--- src/rtl/core/efslp_pkg.sv ---
`default_nettype none
package efslp_pkg;

    localparam int NUM_ENC_DEF = 6;
    localparam int NUM_FS_DEF  = 4;

    localparam int APB_AW = 5;
    localparam int APB_DW = 32;

    localparam logic [15:0] LONG_PRESS_RST   = 16'd1000;
    localparam logic [9:0]  ENC_CLICK_RST    = 10'd16;
    localparam logic [9:0]  ENC_LEFT_RST     = 10'd30;
    localparam logic [9:0]  ENC_RIGHT_RST    = 10'd44;
    localparam logic [9:0]  FOOTSWITCH_RST   = 10'd101;

    // Register indexes, byte address is four times the index.
    localparam logic [2:0] REG_LONG_PRESS = 3'd0;
    localparam logic [2:0] REG_ENC_CLICK  = 3'd1;
    localparam logic [2:0] REG_ENC_LEFT   = 3'd2;
    localparam logic [2:0] REG_ENC_RIGHT  = 3'd3;
    localparam logic [2:0] REG_FOOTSWITCH = 3'd4;

    localparam logic [1:0] BTN_RELEASED = 2'd0;
    localparam logic [1:0] BTN_PRESSED  = 2'd1;
    localparam logic [1:0] BTN_LONG     = 2'd2;

    localparam logic [1:0] TURN_NONE  = 2'b00;
    localparam logic [1:0] TURN_RIGHT = 2'b01;
    localparam logic [1:0] TURN_LEFT  = 2'b11;

    typedef enum logic [1:0] {
        KIND_CLICK = 2'd0,
        KIND_LEFT  = 2'd1,
        KIND_RIGHT = 2'd2,
        KIND_FS    = 2'd3
    } t_key_kind;

    typedef struct packed {
        logic [1:0]  state;
        logic [31:0] ptime;
    } t_entry;

    typedef struct packed {
        logic       tick;
        logic       hit;
        t_key_kind  kind;
        logic       down;
        logic       is_fs;
        logic [2:0] unit;
    } t_eval_cmd;

    typedef struct packed {
        logic       dev;
        logic [1:0] state;
        logic [2:0] unit;
        logic [1:0] turn;
    } t_result;

endpackage
`default_nettype wire

--- src/rtl/core/encoder_footswitch_long_press_top.sv ---
// Long-press detector for encoder push buttons and footswitches.
// Input words arrive on the s_axis channel: tuser says whether the word is a
// key event (0) or a one-millisecond tick (1); tdata carries the keycode and
// the pressed flag. Result words leave on the m_axis channel, one for each
// decoded key event and one for each button that reaches its long-press time
// on a tick; tlast marks the final result word that an input word causes.
// An unknown keycode, or a tick with no long press, gives no result word.
// The button states sit in a ring of cells that rotates by one place per
// cycle past a single evaluation unit while the output register can take
// results, so every input word costs one full turn of the ring, preceded by
// its acceptance and followed by a closing step for the last result.
// Each result passes through a pending register before the output register.
// A result word waits in the output register while the receiver stalls, and
// the ring stops turning until that register can take the next word.
// Reset clears the millisecond counter and all button states to released and
// loads the default keycode bases and long-press time.
// The APB port holds the long-press time and the four keycode bases; write it
// only while the block is idle.
`default_nettype none
module encoder_footswitch_long_press_top
    import efslp_pkg::*;
#(
    parameter int NUM_ENC = NUM_ENC_DEF,
    parameter int NUM_FS  = NUM_FS_DEF
) (
    input  wire                i_clk,
    input  wire                i_rst_n,
    // APB configuration port
    input  wire                psel,
    input  wire                penable,
    input  wire                pwrite,
    input  wire  [APB_AW-1:0]  paddr,
    input  wire  [APB_DW-1:0]  pwdata,
    output logic [APB_DW-1:0]  prdata,
    output logic               pready,
    // Input words
    input  wire                s_axis_tvalid,
    output logic               s_axis_tready,
    input  wire  [15:0]        s_axis_tdata,  // keycode[9:0], pressed[10], zero[15:11]
    input  wire                s_axis_tuser,  // mode
    // Result words
    output logic               m_axis_tvalid,
    input  wire                m_axis_tready,
    output logic [7:0]         m_axis_tdata,  // press_state[1:0], unit_index[4:2],
                                              // turn[6:5], zero[7]
    output logic               m_axis_tuser,  // device_kind
    output logic               m_axis_tlast   // last
);

    localparam int NUM_BTN = NUM_ENC + NUM_FS;
    localparam int BTN_W   = $clog2(NUM_BTN);

    typedef enum logic [1:0] {
        ST_IDLE,
        ST_PASS,
        ST_FLUSH
    } t_state;

    t_state r_state;

    // Configuration registers.
    logic [15:0] r_long_press;
    logic [9:0]  r_enc_click;
    logic [9:0]  r_enc_left;
    logic [9:0]  r_enc_right;
    logic [9:0]  r_footswitch;

    logic [31:0]      r_now;
    logic [BTN_W-1:0] r_pos;
    logic             r_tick;
    logic             r_key_hit;
    t_key_kind        r_kind;
    logic             r_down;
    logic [BTN_W-1:0] r_target;

    // The result held back until we know whether it is the last one.
    logic    r_pend_valid;
    t_result r_pend;

    logic    r_out_valid;
    t_result r_out;
    logic    r_out_last;

    // Input word fields.
    logic       in_mode;
    logic [9:0] in_keycode;
    logic       in_pressed;

    assign in_mode    = s_axis_tuser;
    assign in_keycode = s_axis_tdata[9:0];
    assign in_pressed = s_axis_tdata[10];

    logic s_accept;
    logic cfg_wr;
    logic out_free;
    logic step;
    logic out_load;

    assign pready        = 1'b1;
    assign s_axis_tready = (r_state == ST_IDLE);
    assign s_accept      = s_axis_tvalid && s_axis_tready;
    assign cfg_wr        = psel && penable && pwrite && pready;
    assign out_free      = !r_out_valid || m_axis_tready;
    assign step          = (r_state == ST_PASS) && out_free;

    // Register read-back.
    always_comb begin
        case (paddr[4:2])
            REG_LONG_PRESS: prdata = {16'd0, r_long_press};
            REG_ENC_CLICK:  prdata = {22'd0, r_enc_click};
            REG_ENC_LEFT:   prdata = {22'd0, r_enc_left};
            REG_ENC_RIGHT:  prdata = {22'd0, r_enc_right};
            REG_FOOTSWITCH: prdata = {22'd0, r_footswitch};
            default:        prdata = '0;
        endcase
    end

    // Keycode decode. Each range runs from its base up to, but not
    // including, base plus the number of units; the ranges are tried in the
    // order click, left, right, footswitch.
    logic [9:0] off_click;
    logic [9:0] off_left;
    logic [9:0] off_right;
    logic [9:0] off_fs;
    logic       in_click;
    logic       in_left;
    logic       in_right;
    logic       in_fs;

    assign off_click = in_keycode - r_enc_click;
    assign off_left  = in_keycode - r_enc_left;
    assign off_right = in_keycode - r_enc_right;
    assign off_fs    = in_keycode - r_footswitch;
    assign in_click  = (in_keycode >= r_enc_click)  && (off_click < 10'(NUM_ENC));
    assign in_left   = (in_keycode >= r_enc_left)   && (off_left  < 10'(NUM_ENC));
    assign in_right  = (in_keycode >= r_enc_right)  && (off_right < 10'(NUM_ENC));
    assign in_fs     = (in_keycode >= r_footswitch) && (off_fs    < 10'(NUM_FS));

    logic             dec_hit;
    t_key_kind        dec_kind;
    logic [BTN_W-1:0] dec_target;

    always_comb begin
        dec_hit    = 1'b1;
        dec_kind   = KIND_CLICK;
        dec_target = BTN_W'(off_click);
        if (in_click) begin
            dec_kind   = KIND_CLICK;
            dec_target = BTN_W'(off_click);
        end else if (in_left) begin
            dec_kind   = KIND_LEFT;
            dec_target = BTN_W'(off_left);
        end else if (in_right) begin
            dec_kind   = KIND_RIGHT;
            dec_target = BTN_W'(off_right);
        end else if (in_fs) begin
            dec_kind   = KIND_FS;
            dec_target = BTN_W'(off_fs) + BTN_W'(NUM_ENC);
        end else begin
            dec_hit = 1'b0;
        end
    end

    // The button at the head of the ring is button r_pos.
    logic [BTN_W:0] pos_ext;
    logic [BTN_W:0] unit_wide;
    logic           pos_is_fs;

    assign pos_ext   = {1'b0, r_pos};
    assign pos_is_fs = (pos_ext >= (BTN_W + 1)'(NUM_ENC));
    assign unit_wide = pos_is_fs ? (pos_ext - (BTN_W + 1)'(NUM_ENC)) : pos_ext;

    t_eval_cmd eval_cmd;
    t_entry    head_entry;
    t_entry    eval_entry;
    logic      eval_emit;
    t_result   eval_result;

    assign eval_cmd.tick  = r_tick;
    assign eval_cmd.hit   = r_key_hit && (r_pos == r_target);
    assign eval_cmd.kind  = r_kind;
    assign eval_cmd.down  = r_down;
    assign eval_cmd.is_fs = pos_is_fs;
    assign eval_cmd.unit  = 3'(unit_wide);

    efslp_eval u_eval (
        .i_cmd        (eval_cmd),
        .i_entry      (head_entry),
        .i_now        (r_now),
        .i_long_press (r_long_press),
        .o_entry      (eval_entry),
        .o_emit       (eval_emit),
        .o_result     (eval_result)
    );

    // The output register is loaded when a second result pushes the pending
    // one out during a pass, or when the pending one closes the input word.
    assign out_load = (step && eval_emit && r_pend_valid)
                   || ((r_state == ST_FLUSH) && r_pend_valid && out_free);

    // Ring of button cells: each cell takes its upper neighbour's entry, and
    // the top cell takes the updated head entry, so one full turn brings
    // every button back to its own place.
    t_entry ring [NUM_BTN];

    assign head_entry = ring[0];

    for (genvar k = 0; k < NUM_BTN; k++) begin : g_cell
        t_entry cell_in;
        if (k == NUM_BTN - 1) begin : g_top
            assign cell_in = eval_entry;
        end else begin : g_mid
            assign cell_in = ring[k + 1];
        end
        efslp_cell u_cell (
            .i_clk   (i_clk),
            .i_rst_n (i_rst_n),
            .i_shift (step),
            .i_entry (cell_in),
            .o_entry (ring[k])
        );
    end

    always_ff @(posedge i_clk) begin
        if (!i_rst_n) begin
            r_state      <= ST_IDLE;
            r_long_press <= LONG_PRESS_RST;
            r_enc_click  <= ENC_CLICK_RST;
            r_enc_left   <= ENC_LEFT_RST;
            r_enc_right  <= ENC_RIGHT_RST;
            r_footswitch <= FOOTSWITCH_RST;
            r_now        <= 32'd0;
            r_pos        <= '0;
            r_tick       <= 1'b0;
            r_key_hit    <= 1'b0;
            r_pend_valid <= 1'b0;
            r_out_valid  <= 1'b0;
        end else begin
            if (cfg_wr) begin
                case (paddr[4:2])
                    REG_LONG_PRESS: r_long_press <= pwdata[15:0];
                    REG_ENC_CLICK:  r_enc_click  <= pwdata[9:0];
                    REG_ENC_LEFT:   r_enc_left   <= pwdata[9:0];
                    REG_ENC_RIGHT:  r_enc_right  <= pwdata[9:0];
                    REG_FOOTSWITCH: r_footswitch <= pwdata[9:0];
                    default: begin
                    end
                endcase
            end

            if (out_load) begin
                r_out_valid <= 1'b1;
            end else if (m_axis_tready) begin
                r_out_valid <= 1'b0;
            end

            case (r_state)
                ST_IDLE: begin
                    if (s_accept) begin
                        r_pos     <= '0;
                        r_tick    <= in_mode;
                        r_key_hit <= !in_mode && dec_hit;
                        r_kind    <= dec_kind;
                        r_target  <= dec_target;
                        r_down    <= in_pressed;
                        if (in_mode) begin
                            r_now <= r_now + 32'd1;
                        end
                        r_state <= ST_PASS;
                    end
                end
                ST_PASS: begin
                    if (out_free) begin
                        if (eval_emit) begin
                            if (r_pend_valid) begin
                                r_out      <= r_pend;
                                r_out_last <= 1'b0;
                            end
                            r_pend       <= eval_result;
                            r_pend_valid <= 1'b1;
                        end
                        if (r_pos == BTN_W'(NUM_BTN - 1)) begin
                            r_pos   <= '0;
                            r_state <= ST_FLUSH;
                        end else begin
                            r_pos <= r_pos + 1'b1;
                        end
                    end
                end
                ST_FLUSH: begin
                    if (!r_pend_valid) begin
                        r_state <= ST_IDLE;
                    end else if (out_free) begin
                        r_out        <= r_pend;
                        r_out_last   <= 1'b1;
                        r_pend_valid <= 1'b0;
                        r_state      <= ST_IDLE;
                    end
                end
                default: begin
                    r_state <= ST_IDLE;
                end
            endcase
        end
    end

    assign m_axis_tvalid = r_out_valid;
    assign m_axis_tdata  = {1'b0, r_out.turn, r_out.unit, r_out.state};
    assign m_axis_tuser  = r_out.dev;
    assign m_axis_tlast  = r_out_last;

endmodule
`default_nettype wire

--- src/rtl/core/efslp_cell.sv ---
`default_nettype none
module efslp_cell
    import efslp_pkg::*;
(
    input  wire    i_clk,
    input  wire    i_rst_n,
    input  wire    i_shift,
    input  t_entry i_entry,
    output t_entry o_entry
);

    t_entry r_entry;
    t_entry n_entry;

    // The cell takes its neighbour's entry on every step of a pass.
    always_comb begin
        n_entry = i_shift ? i_entry : r_entry;
    end

    always_ff @(posedge i_clk) begin
        if (!i_rst_n) begin
            r_entry <= '{state: BTN_RELEASED, ptime: 32'd0};
        end else begin
            r_entry <= n_entry;
        end
    end

    assign o_entry = r_entry;

endmodule
`default_nettype wire

--- src/rtl/core/efslp_eval.sv ---
`default_nettype none
module efslp_eval
    import efslp_pkg::*;
(
    input  t_eval_cmd   i_cmd,
    input  t_entry      i_entry,
    input  wire  [31:0] i_now,
    input  wire  [15:0] i_long_press,
    output t_entry      o_entry,
    output logic        o_emit,
    output t_result     o_result
);

    logic [31:0] held;

    assign held = i_now - i_entry.ptime;

    always_comb begin
        o_entry        = i_entry;
        o_emit         = 1'b0;
        o_result.dev   = i_cmd.is_fs;
        o_result.state = i_entry.state;
        o_result.unit  = i_cmd.unit;
        o_result.turn  = TURN_NONE;
        if (i_cmd.tick) begin
            if ((i_entry.state == BTN_PRESSED) && (held >= {16'd0, i_long_press})) begin
                o_entry.state  = BTN_LONG;
                o_entry.ptime  = 32'd0;
                o_emit         = 1'b1;
                o_result.state = BTN_LONG;
            end
        end else if (i_cmd.hit) begin
            o_emit = 1'b1;
            case (i_cmd.kind)
                KIND_CLICK, KIND_FS: begin
                    if (i_cmd.down) begin
                        o_entry.state = BTN_PRESSED;
                        o_entry.ptime = i_now;
                    end else begin
                        o_entry.state = BTN_RELEASED;
                        o_entry.ptime = 32'd0;
                    end
                    o_result.state = o_entry.state;
                end
                KIND_LEFT: begin
                    o_result.turn = TURN_LEFT;
                end
                KIND_RIGHT: begin
                    o_result.turn = TURN_RIGHT;
                end
                default: begin
                    o_emit = 1'b0;
                end
            endcase
        end
    end

endmodule
`default_nettype wire

--- config.mk ---
export PLATFORM = sky130hd
export DESIGN_NAME = encoder_footswitch_long_press_top
export DESIGN_NICKNAME = d
export VERILOG_FILES = /design/src/rtl/core/efslp_pkg.sv /design/src/rtl/core/encoder_footswitch_long_press_top.sv /design/src/rtl/core/efslp_cell.sv /design/src/rtl/core/efslp_eval.sv
export SDC_FILE = /design/constraint.sdc
export NUM_CORES = 1
export LEC_CHECK = 0
export ABC_AREA = 1
export BUFFER_PORTS_ARGS = -buffer_cell sky130_fd_sc_hd__buf_2
export CAP_MARGIN = 30
export CELL_PAD_IN_SITES_DETAIL_PLACEMENT = 1
export CELL_PAD_IN_SITES_GLOBAL_PLACEMENT = 1
export CORE_ASPECT_RATIO = 1.4
export CORE_MARGIN = 5
export CORE_UTILIZATION = 40
export DETAILED_ROUTE_END_ITERATION = 8
export GPL_TIMING_DRIVEN = 1
export HOLD_SLACK_MARGIN = 0.12
export PLACE_DENSITY_LB_ADDON = 0.12
export SLEW_MARGIN = 20
export SYNTH_ARGS = -nofsm -noshare
export SYNTH_HDL_FRONTEND = slang
export SYNTH_HIERARCHICAL = 1
export SYNTH_SLANG_ARGS = --single-unit
--- constraint.sdc ---
create_clock -name i_clk -period 4.5 [get_ports i_clk]
set_clock_uncertainty 0.2 [all_clocks]
set_input_delay 0.45 -clock i_clk [delete_from_list [all_inputs] [get_ports i_clk]]
set_output_delay 0.45 -clock i_clk [all_outputs]
set_load 0.1 [all_outputs]
==> metrics.txt <==
# TYPE chip_impl_metric gauge
chip_impl_metric{name="synth-async-reset-ratio",unit="%"} 0
chip_impl_metric{name="place.gp.congestion",unit=""} 0.890
chip_impl_metric{name="clock_tree.buffer_depth",unit=""} 3
chip_impl_metric{name="detailed_place.area",unit="mm²"} 0.0269
chip_impl_info{name="main_flop_type_after_synthesis",value="sky130_fd_sc_hd__dfxtp_1"} 1
chip_impl_metric{name="port_buffers",unit=""} 64
chip_impl_metric{name="design.portCount",unit=""} 106
chip_impl_metric{name="vias_per_cell",unit=""} 4.70
chip_impl_metric{name="vdd_ir_drop_max",unit="mV"} 0.262
chip_impl_info{name="clock_tree_from_tritoncts",value="built"} 1
chip_impl_metric{name="numClockSinks",unit=""} 462
chip_impl_metric{name="layout.cells.non_filler",unit=""} 5093
chip_impl_metric{name="first_global_vias",unit=""} 23300
chip_impl_metric{name="max_freq",unit="MHz"} 243
chip_impl_metric{name="route.detailed.drc",unit=""} 0
chip_impl_metric{name="grt_antenna_before_repair",unit=""} 1
chip_impl_info{name="final_cell_mix",value="sky130_fd_sc_hd__nand2_1, sky130_fd_sc_hd__nor2_1, sky130_fd_sc_hd__inv_1"} 1
chip_impl_metric{name="clk_transition_reported_paths",unit="ns"} 0.06
chip_impl_metric{name="detail_route.first_pass.iterations",unit=""} 4
chip_impl_metric{name="worst_pin_slew",unit="ns"} 0.710
chip_impl_info{name="rsz0062_at_grt",value="no"} 1
chip_impl_metric{name="timing.max_cap.violations",unit=""} 0
chip_impl_metric{name="initial_utilization",unit="%"} 40.2
chip_impl_metric{name="setup_slack",unit="ns"} 0.380
chip_impl_metric{name="grt_max_degree",unit=""} 182
chip_impl_metric{name="antenna-diode-count",unit=""} 0
chip_impl_metric{name="num-nets-final",unit=""} 4364
chip_impl_metric{name="synth_edf_count",unit=""} 24
chip_impl_metric{name="mapped_cells",unit=""} 4196
chip_impl_metric{name="cts_inserted_buffers",unit=""} 50
chip_impl_metric{name="dp_slack",unit="ns"} 0.228
chip_impl_metric{name="drtIter0Drc",unit=""} 951
chip_impl_info{name="cp-end-kind",value="register"} 1
chip_impl_metric{name="track_usage",unit="%"} 19.6
chip_impl_metric{name="antenna_violating_nets_left",unit=""} 0
chip_impl_metric{name="synth_seq_cells",unit=""} 462
chip_impl_metric{name="power_frac_clock",unit="%"} 38.2
chip_impl_metric{name="slew_violations",unit=""} 0
chip_impl_metric{name="timing.final.setup_violations",unit=""} 0
chip_impl_metric{name="post_cts_repair_timing_setup_buffer_count",unit=""} 0
chip_impl_metric{name="switchingPower",unit="mW"} 3.35
chip_impl_metric{name="cp_data_required_time",unit="ns"} 4.59
chip_impl_info{name="startpoint_type",value="register"} 1
chip_impl_metric{name="crit_path_max_fanout",unit=""} 9
chip_impl_info{name="ys_top_cells_by_area",value="sky130_fd_sc_hd__dfxtp_1, sky130_fd_sc_hd__nand2_1, sky130_fd_sc_hd__nor2_1"} 1
chip_impl_metric{name="area_of_the_placeable_core",unit="mm²"} 0.0654
chip_impl_metric{name="post_route_cells_drive_above_1_share",unit="%"} 6.88
chip_impl_metric{name="post_route_design_area",unit="mm²"} 0.0288
chip_impl_metric{name="power.total",unit="mW"} 11.0
chip_impl_metric{name="post_drt_wl_per_cell",unit="µm"} 13.9
chip_impl_info{name="timing_worst_setup_path_type",value="reg2reg"} 1
chip_impl_metric{name="die_w",unit="µm"} 227
chip_impl_metric{name="worst_slew_margin_rel",unit="%"} 51.4
chip_impl_info{name="min_path_type",value="reg2reg"} 1
chip_impl_info{name="run_status",value="complete, no violations"} 1
chip_impl_metric{name="cts_htree_levels",unit=""} 2
chip_impl_metric{name="pwr_cell_area",unit="mW/mm²"} 383
chip_impl_metric{name="die-height",unit="µm"} 313
chip_impl_metric{name="yosysSeqAreaShare",unit="%"} 36.1
chip_impl_metric{name="grt_first_pass_wirelength",unit="µm"} 116000
chip_impl_metric{name="die-area",unit="mm²"} 0.0711
chip_impl_metric{name="placement_rows",unit=""} 111
chip_impl_metric{name="syn_area",unit="mm²"} 0.0263
chip_impl_metric{name="yosysWarningCount",unit=""} 6
chip_impl_metric{name="areaGrowthSynthToFinish",unit="%"} 9.36
chip_impl_metric{name="synth_cell_type_count",unit=""} 55
chip_impl_metric{name="clk-insertion-delay-late",unit="ns"} 0.59
chip_impl_metric{name="vias",unit=""} 23900
chip_impl_metric{name="setup_tns",unit="ns"} 0
chip_impl_metric{name="timing.final.crit_share",unit="%"} 91.6
chip_impl_metric{name="arrival",unit="ns"} 4.21
chip_impl_metric{name="globalRoute.totalOverflow",unit=""} 0
chip_impl_metric{name="timing_hold_violations_final",unit=""} 0
chip_impl_info{name="root_buffer",value="sky130_fd_sc_hd__clkbuf_16"} 1
chip_impl_metric{name="pwr-share-seq",unit="%"} 41.9
chip_impl_metric{name="place_inst",unit=""} 4980
chip_impl_metric{name="syn-mean-instance-area",unit="µm²"} 6.27
chip_impl_info{name="yosys.area.top_type",value="sky130_fd_sc_hd__dfxtp_1"} 1
chip_impl_info{name="layout_commonest_cell",value="sky130_fd_sc_hd__nand2_1"} 1
chip_impl_metric{name="swShare",unit="%"} 30.4
chip_impl_metric{name="cellInternalPower",unit="mW"} 7.67
chip_impl_metric{name="dpl.hpwl",unit="µm"} 51700
chip_impl_metric{name="pwr-share-comb",unit="%"} 19.9
chip_impl_metric{name="p_leak",unit="nW"} 13.9
chip_impl_metric{name="timing.reg2reg.setup_slack",unit="ns"} 0.38
chip_impl_metric{name="postRouteWirelength",unit="µm"} 70900
chip_impl_metric{name="final_period_minus_worst_setup_slack",unit="ns"} 4.12
chip_impl_metric{name="yosys.area.top_type_share",unit="%"} 33.3
-- power groups by stage --
stage	clock [mW]	combinational [mW]	sequential, mW
2_1_floorplan	0	1.83	4.67
3_3_place_gp	0	2.15	4.70
3_5_place_dp	0	2.20	4.71
4_1_cts	4.36	2.23	4.63
5_1_grt	4.52	2.54	4.66
6_report	4.21	2.19	4.62
-- metrics by stage --
step / utilization, % / hold WS (ns)
after global routing: 44.0 / 0.225
after global placement: 41.1 / 0.202
after detailed placement: 41.1 / 0.210
after floorplan: - / 0.200
after CTS: 44.0 / 0.214
final: 44.0 / 0.226
-- final timing paths --
check,to,depth (start not counted),start
setup reg to reg,m_axis_tdata[2],24,g_cell[0].u_cell/o_entry[9]
hold / removal,m_axis_tdata[1],0,r_pend[6]
setup / recovery,m_axis_tdata[2],24,g_cell[0].u_cell/o_entry[9]
hold reg to reg,m_axis_tdata[1],0,r_pend[6]
-- registers in the layout, summed over array words and instances, names as in the netlist --
name / cells
r_pend: 8
r_kind: 2
r_enc_click: 10
m_axis_tdata: 7
r_pend_valid: 1
r_long_press: 16
r_down: 1
r_tick: 1
r_enc_left: 10
r_footswitch: 10
r_target: 4
r_key_hit: 1
r_pos: 4
m_axis_tlast: 1
m_axis_tuser: 1
r_now: 32
g_cell.u_cell/o_entry: 340
m_axis_tvalid: 1
r_enc_right: 10
r_state: 2
-- area by class of cell --
type                       count  area (µm²)
tap                          847        1060
clock buffer                  77        1480
inverter                     749        2810
fill                        8849       36600
sequential                   462        9490
timing repair buffer         125         906
clock inverter                14         190
multi-input combinational   2819       12800
-- kinds of logic (layout without fill, tap and decap cells) --
family,after synthesis,count (layout),share of synthesized area (%)
AO/OA/AOI/OAI,285,285,5.95
XOR/XNOR,33,33,1.10
adder cells (fa/ha/maj),96,96,4.71
buffers and inverters,931,965,15.4
flip-flops,462,462,36.1
other,2,18,0.0285
AND/OR/NAND/NOR,2387,2387,36.7
-- routing by layer --
metal	wire length [µm]	GRT usage, %	part of all wire (%)	vias up
met4	2180	5.96	3.1	0
met3	1660	2.01	2.3	105
met5	0	0	0	-
met1	30000	22.8	42	11200
met2	37000	37.3	52	225
li1	-	-	-	12400
-- what timing repair did --
item                                   4_1_cts  5_1_grt
endpoints found under the hold margin       71        0
gates resized for setup                      0        1
setup endpoints to repair                    0        8
hold buffers                                22        0
-- worst max-delay path: stages, from the launching register on --
cell	delay, ns
sky130_fd_sc_hd__dfxtp_1	0.35
sky130_fd_sc_hd__inv_1	0.07
sky130_fd_sc_hd__ha_1	0.39
sky130_fd_sc_hd__nand2_2	0.15
sky130_fd_sc_hd__inv_1	0.05
sky130_fd_sc_hd__nand2_1	0.06
sky130_fd_sc_hd__nand2_1	0.09
sky130_fd_sc_hd__a21oi_1	0.14
sky130_fd_sc_hd__nand2_1	0.15
sky130_fd_sc_hd__xor2_1	0.19
sky130_fd_sc_hd__ha_1	0.31
sky130_fd_sc_hd__inv_1	0.06
sky130_fd_sc_hd__o31a_1	0.29
sky130_fd_sc_hd__nand2_1	0.08
sky130_fd_sc_hd__nand2_1	0.06
sky130_fd_sc_hd__nand2_1	0.06
sky130_fd_sc_hd__nor2_1	0.04
sky130_fd_sc_hd__nand2_1	0.07
sky130_fd_sc_hd__nor2_2	0.04
sky130_fd_sc_hd__nand2_2	0.09
sky130_fd_sc_hd__nand3_1	0.09
sky130_fd_sc_hd__nand2_1	0.17
sky130_fd_sc_hd__nand2_1	0.10
sky130_fd_sc_hd__a2111oi_2	0.29
sky130_fd_sc_hd__buf_4	0.24
-- synth_stat cells, drive strengths merged, types with 8 or more instances --
cell / count
nand4: 22
o22ai: 10
nand2: 1311
ha: 91
o21ai: 122
nand3b: 8
o21bai: 11
clkbuf: 24
nand3: 129
nor3: 35
a21oi: 112
o211ai: 8
edfxtp: 24
dfxtp: 438
xor2: 28
buf: 157
a221oi: 9
inv: 743
nor2: 868
No activity file was read; power rests on OpenSTA's default activity.
